===== config.mk =====
export PLATFORM = sky130hd
export DESIGN_NAME = dsp_sat_add
export DESIGN_NICKNAME = d
export VERILOG_FILES = /design/src/hw/rtl/dsp_pkg.sv /design/src/hw/rtl/dsp_sat_add.sv
export SDC_FILE = /design/constraint.sdc
export NUM_CORES = 1
export LEC_CHECK = 0
export BUFFER_PORTS_ARGS = -buffer_cell sky130_fd_sc_hd__buf_2
export CAP_MARGIN = 20
export CORE_ASPECT_RATIO = 1.5
export CORE_MARGIN = 4
export CORE_UTILIZATION = 45
export DETAILED_ROUTE_END_ITERATION = 7
export PLACE_DENSITY = 0.76
export SLEW_MARGIN = 40
export SYNTH_ARGS = -nofsm -noshare
export SYNTH_HDL_FRONTEND = slang
export SYNTH_SLANG_ARGS = --single-unit

===== constraint.sdc =====
create_clock -name vclk -period 6.77
set_input_delay 1.0155 -clock vclk [all_inputs]
set_output_delay 1.0155 -clock vclk [all_outputs]
set_load 0.005 [all_outputs]

===== src/hw/rtl/dsp_pkg.sv =====
// ----------------------------------------------------------------------------
// dsp_pkg
// shared widths and register codes of the dag shortest path block
// ----------------------------------------------------------------------------
package dsp_pkg;

  localparam int VTX_W      = 6;   // vertex index field
  localparam int CNT_W      = 7;   // counts up to 64
  localparam int IN_W_W     = 16;  // edge weight field
  localparam int DIST_W     = 32;  // distance field
  localparam int CFG_IDX_W  = 2;
  localparam int CFG_DATA_W = 7;

  typedef enum logic [CFG_IDX_W-1:0] {
    REG_VERTEX_COUNT  = 2'd0,
    REG_SOURCE_VERTEX = 2'd1
  } cfg_reg_t;

endpackage


===== src/hw/rtl/dsp_sat_add.sv =====
// ----------------------------------------------------------------------------
// dsp_sat_add
// distance plus edge weight, saturated to the signed 32-bit range
// ----------------------------------------------------------------------------
module dsp_sat_add (
  input  logic signed [dsp_pkg::DIST_W-1:0] dist_i,
  input  logic signed [dsp_pkg::DIST_W-1:0] weight_i,
  output logic signed [dsp_pkg::DIST_W-1:0] sum_o
);

  logic signed [dsp_pkg::DIST_W:0] wide;

  assign wide = {dist_i[dsp_pkg::DIST_W-1], dist_i} + {weight_i[dsp_pkg::DIST_W-1], weight_i};

  always_comb begin
    if (wide[dsp_pkg::DIST_W] != wide[dsp_pkg::DIST_W-1]) begin
      // overflow: clamp toward the sign of the true sum
      sum_o = wide[dsp_pkg::DIST_W] ? {1'b1, {(dsp_pkg::DIST_W-1){1'b0}}}
                                     : {1'b0, {(dsp_pkg::DIST_W-1){1'b1}}};
    end else begin
      sum_o = wide[dsp_pkg::DIST_W-1:0];
    end
  end

endmodule


# == Yosys cells after proc, flatten, opt, wreduce, memory -nomap -nowiden ==
# Cells that the tools add are included.
# W data, S select, Z words.
# totals
regBits,0
latch_bits,0
ram_bits,0
mem_bits_ro,0
in_bits,64
elab_cells,4
memories,0
# op_classes
n_addsub,1
multipliers,0
div_mod_pow,0
magnitude_cmp,0
eq_ne,1
shift,0
muxes,2
bitwise_logic,0
reduce_logical,0
# ops
cell,n
$mux W32,2
$add A32 B32 Y33,1
$ne A1 B1 Y1,1

# == Longest topological paths before layout ==
# Gate-level depths: netlist (run 1).
# logic_depth
ltp_word,3
depth_mapped,12
depth_no_buf,11

# == Worst setup path before layout (run 1) ==
# Ideal clock, no wire load.
# synth_path
path_kind,input to output
startpoint,input dist_i[0] in the netlist's numbering
endpoint,output sum_o[26] in the netlist's numbering
arrival_ps,3171
setup_slack_ps,2584
cell_stages,11
n_path_buf,0
path_cell_list,ha_1 > inv_1 > fa_1 > nand2b_1 > a211oi_1 > o21ai_0 > a31o_1 > nand2_1 > a21oi_1 > xor2_1 > o41ai_2
# synth_between
elab_chain_cells,3
# synth_lines
element,line_no,rtl
"start, declared",dsp_sat_add.sv:6,"input logic signed [dsp_pkg::DIST_W-1:0] dist_i,"
$add A32 B32 Y33 (*),dsp_sat_add.sv:13,"assign wide = {dist_i[dsp_pkg::DIST_W-1], dist_i} + {weight_i[dsp_pkg::DIST_W-1], weight_i};"
$mux W32 / $ne A1 B1 Y1 (equally long branches),"dsp_sat_add.sv:18, dsp_sat_add.sv:16",
$mux W32 (*),dsp_sat_add.sv:16,if (wide[dsp_pkg::DIST_W] != wide[dsp_pkg::DIST_W-1]) begin
"end, declared",dsp_sat_add.sv:8,output logic signed [dsp_pkg::DIST_W-1:0] sum_o
# Every way passes the cells marked *; elsewhere a longest branch is shown, timed or not.

# == Final worst setup path (run 1) ==
# layout_path
startpoint,input dist_i[0] in the netlist's numbering
endpoint,output sum_o[28] in the netlist's numbering
# Same word-level chain as after synthesis.

==> qor.yml, run 1 <==
irDropWorstVdd_v: 0.00004781
final_common_cell: "buf_2"
timing.final.crit_share: 0.7045
nets: 487
die_area_um2: 6072
final_cell_count_no_fill: 452
core_area_um2: 4617
worstPathRequired_ps: 5750
syn-num-nets: 402
drv_cap: 0
layout_common_cells: "96 x buf_2, 40 x a21oi_1, 32 x ha_1"
setup_violations: 0
grt_pass1_wl_mm: 10.68
post_cts_buffers: 0
dp_hpwl_mm: 5.604
hold_violations: 0
routed_wl_mm: 6.551
fmaxAchievable_mhz: 209.7
tns_ps: 0
die_h_um: 93.46
startpoint: "dist_i[0]"
grt_pass1_vias: 2604
drive_above_1_share: 0.3119
ys_seq_area_frac: 0
synth_cell_types: 58
drv_slew: 0
portBuffers: 96
nClkBuffers: 0
antenna_cells: 0
grt.busiest_layer: "met2"
drt-vias-per-instance: 5.801
ctsHoldBuffers: 0
syn_inst: 305
drc: 0
placed_cells: 452
nFlopsAndLatches: 0
cp.arrival_ps: 3750
gp_congestion: 0.9105
p_leak_uw: 0.001254
synthToLayoutAreaGrowth_pct: 22.33
syn_area_um2: 2191
drtPass1Iterations: 4
criticalPathCategory: "input port to output port"
met3_usage: 0.01082
die_w_um: 64.97
fin_util: 0.5805
outcome: "complete, no violations"
cts_resized: 0
tightest_slew_ps: 613.8
track_usage: 0.2066
grt_max_degree: 29
use_met2: 0.4295
start_util: 0.4745
crit_end: "sum_o[28]"
hold_path.class: "input port to output port"
seq_area_um2: 0
critPathLaunchType: "input port"
finalCriticalPeriod_ps: 4769
rsz0062_at_grt: "no"
fillers: 479
endpoint_kind: "output port"
cp_max_fo: 6
max_slew_margin: 0.5894
power.density_nw_per_um2: 131.3
pin_count: 96
grt_use_met1: 0.2177
dr.first_iter.drc_count: 143
wl_per_cell_um: 14.49
ys_warn_count: 0
antenna_found_initial: 0
syn_avg_cell_area_um2: 7.183
fp-row-count: 30
grt-ovfl-total: 0
vias: 2622
ant_nets: 0
-- worst max-delay path, stage by stage --
cell and delay, ps:
buf_2 80, ha_1 180, inv_1 60, fa_1 390
nand2b_1 190, a211oi_1 360, o21ai_0 220, a31o_1 240
nand2_1 70, a21oi_1 90, xor2_1 520, o21ai_0 190
buf_2 160
-- area by class of cell --
type                       count  area (µm²)  share of cell area
inverter                      12       45.04             0.01681
timing repair buffer          96       480.5              0.1793
multi-input combinational    280        2074              0.7740
tap                           64       80.08             0.02988
-- power breakdown --
part / internal [µW] / switching [µW]
registers: 0 / 0
clock network: 0 / 0
logic: 155 / 197
total: 155 / 197
-- layer usage --
metal  vias to the layer above  wire length, µm
li1                       1321                -
met1                      1192             2499
met2                       101             3587
met3                         8              383
met4                         0               80
met5                         -                0
-- synth_stat cells (all sizes together), types with 5 or more instances --
cell type | number | area share
a21oi | 51 | 0.14
ha | 32 | 0.18
nand2 | 30 | 0.055
o21ai | 28 | 0.066
xor2 | 16 | 0.064
nor2 | 15 | 0.029
inv | 12 | 0.021
xnor2 | 12 | 0.057
a21o | 9 | 0.031
nand3 | 9 | 0.021
buf | 7 | 0.022
nand4 | 7 | 0.020
clkbuf | 6 | 0.010
a211oi | 5 | 0.019
a31oi | 5 | 0.014
nand2b | 5 | 0.014
o21a | 5 | 0.018
-- worst min path at each step --
stage | startpoint | endpoint | slack (ps) | depth (start not counted)
6_report | weight_i[0] | sum_o[0] | 2510 | 5
5_1_grt | weight_i[0] | sum_o[0] | 2570 | 5
4_1_cts | weight_i[0] | sum_o[0] | 2520 | 5
3_5_place_dp | weight_i[0] | sum_o[0] | 2520 | 5
3_3_place_gp | weight_i[0] | sum_o[0] | 2500 | 5
2_1_floorplan | weight_i[0] | sum_o[0] | 2260 | 3
-- metrics by stage --
stage / hold slack (ps) / worst slack [ps] / total power (µW) / area, µm²
after CTS: 2519 / 1984 / 351.4 / 2680
final: 2513 / 2001 / 351.9 / 2680
after detailed placement: 2519 / 2015 / 349.7 / 2680
after floorplan: 2256 / 2584 / 239.2 / 2191
after global placement: 2501 / 2068 / 346.4 / 2680
after global routing: 2571 / 1765 / 387.9 / 2680
-- cells by family after synthesis --
| logic type | share of synthesized area |
|---|---|
| adders and majority gates | 0.2056 |
| and+or+nand+nor | 0.1810 |
| AOI/OAI and AO/OA | 0.4352 |
| buffers and inverters | 0.05311 |
| xor gates and xnor gates | 0.1205 |
| muxes | 0.004569 |
Power figures use the tool's default switching activity.
==> run 2: changes to the inputs <==
==> constraint.sdc (replaced) <==
create_clock -name vclk -period 4.4
set_input_delay 0.66 -clock vclk [all_inputs]
set_output_delay 0.66 -clock vclk [all_outputs]
set_load 0.005 [all_outputs]
==> qor.yml, run 2 (synthesis results as in run 1) <==
routed_wl_mm: 6.715  # +2.5%
power_frac_comb: 1.000  # about the same
drv_slew: 0  # unchanged
nets: 490  # +0.62%
fin_util: 0.5854  # +0.004878
wl_per_cell_um: 14.76  # +1.8%
worstPathRequired_ps: 3740  # -2010 ps
drt-vias-per-instance: 5.829  # +0.48%
vias: 2652  # +1.1%
ctsHoldBuffers: 0  # unchanged
cp.arrival_ps: 3440  # -310 ps
post_cts_buffers: 0  # unchanged
tightest_slew_ps: 567.7  # -46.09 ps
endpoint_kind: "output port"
worst-path-buf-inv: 4  # +1
fillers: 495  # +3.3%
final_common_cell: "buf_2"
finalCriticalPeriod_ps: 4103
seqPwrFrac: 0  # unchanged
grt_pass1_wl_mm: 11.01  # +3.0%
cp_max_fo: 6  # unchanged
setup_violations: 0  # unchanged
design_area_um2: 2703  # +0.84%
timing.final.crit_share: 0.9325
internal-power_uw: 243.9  # +58%
rsz0062_at_grt: "no"
core_area_um2: 4617  # unchanged
grt-ovfl-total: 0  # unchanged
tns_ps: 0  # unchanged
grt_max_degree: 29  # unchanged
pin_count: 96  # unchanged
seq_area_um2: 0  # unchanged
hold_path.class: "input port to output port"
fp-row-count: 30  # unchanged
die_h_um: 93.46  # unchanged
drv_cap: 0  # unchanged
swShare: 0.5574  # -0.002844
criticalPathCategory: "input port to output port"
antenna_cells: 0  # unchanged
gp_congestion: 0.9273  # +1.8%
fmaxAchievable_mhz: 243.7
p_total_uw: 551.0  # +57%
portBuffers: 96  # unchanged
antenna_found_initial: 0  # unchanged
track_usage: 0.2120  # +0.005365
slowest_stage: "a211oi_1"
start_util: 0.4745  # unchanged
drive_above_1_share: 0.3171  # +0.005280
p_leak_uw: 0.001270  # +1.2%
max_stage_delay_ps: 400  # -120 ps
power.density_nw_per_um2: 203.9  # +55%
p_sw_uw: 307.1  # +56%
layout_common_cells: "96 x buf_2, 40 x a21oi_1, 32 x ha_1"
critPathLaunchType: "input port"
dr.first_iter.drc_count: 185  # +29%
synthToLayoutAreaGrowth_pct: 23.36
nClkBuffers: 0  # unchanged
power.share.clock: 0  # unchanged
die_w_um: 64.97  # unchanged
crit_path_frequent_cell: "buf_2"
path_delay_family: "compound AO/OA/AOI/OAI gates"
hold_ws_ps: 1730  # -783.4 ps
die_area_um2: 6072  # unchanged
ant_nets: 0  # unchanged
grt_pass1_vias: 2667  # +2.4%
drtPass1Iterations: 4  # unchanged
hold_violations: 0  # unchanged
dp_hpwl_mm: 5.777  # +3.1%
drc: 0  # unchanged
outcome: "complete, no violations"
max_slew_margin: 0.6183  # +0.02888
cts_resized: 0  # unchanged
dpl_cell_area_um2: 2703  # +0.84%
cp_cell_sequence: "buf_2, ha_1, inv_1, fa_1, nand2b_1, a211oi_1, o21ai_0, a31o_1, nand2_1, a21oi_1, xor2_1, buf_4, o41ai_2, buf_2"
irDropWorstVdd_v: 0.00008909  # +86%
nFlopsAndLatches: 0  # unchanged
==> run 2: changes by cell type in the layout (fill, tap and decap cells not counted), sizes merged <==
cell  delta
buf      +3
==> run 2: layout make-up <==
type,count,area (µm²),area share
multi-input cells,280,2074,0.7676
repair buffers,99,503.0,0.1861
well taps,64,80.08,0.02963
inverters,12,45.04,0.01667
==> run 2: power by group through the flow <==
| stage | Combinational, µW | Sequential (µW) | Clock [µW] |
|---|---|---|---|
| floorplan | 368 | 0 | 0 |
| global placement | 543 | 0 | 0 |
| detailed placement | 548 | 0 | 0 |
| CTS | 550 | 0 | 0 |
| global route | 605 | 0 | 0 |
| finish | 551 | 0 | 0 |
==> run 2: layer usage <==
layer / global-route usage / up-vias / share of wire
met5: 0 / - / 0
met4: 0.04762 / 0 / 0.020
met3: 0.01202 / 15 / 0.048
met2: 0.4475 / 88 / 0.56
met1: 0.2161 / 1226 / 0.38
li1: - / 1323 / -
==> run 2: final timing paths <==
check                  startpoint   endpoint  slack [ps]  cells after the start
worst max-delay path    dist_i[0]  sum_o[26]         300                     14
worst min-delay path  weight_i[0]   sum_o[0]        1730                      5
==> run 2: per-stage QoR <==
stage / cells / setup WS, ps
after floorplan: 305 / 924.8
after global placement: 455 / 444.0
after detailed placement: 455 / 357.0
after CTS: 455 / 339.2
after global routing: 455 / 97.00
final: 455 / 296.9
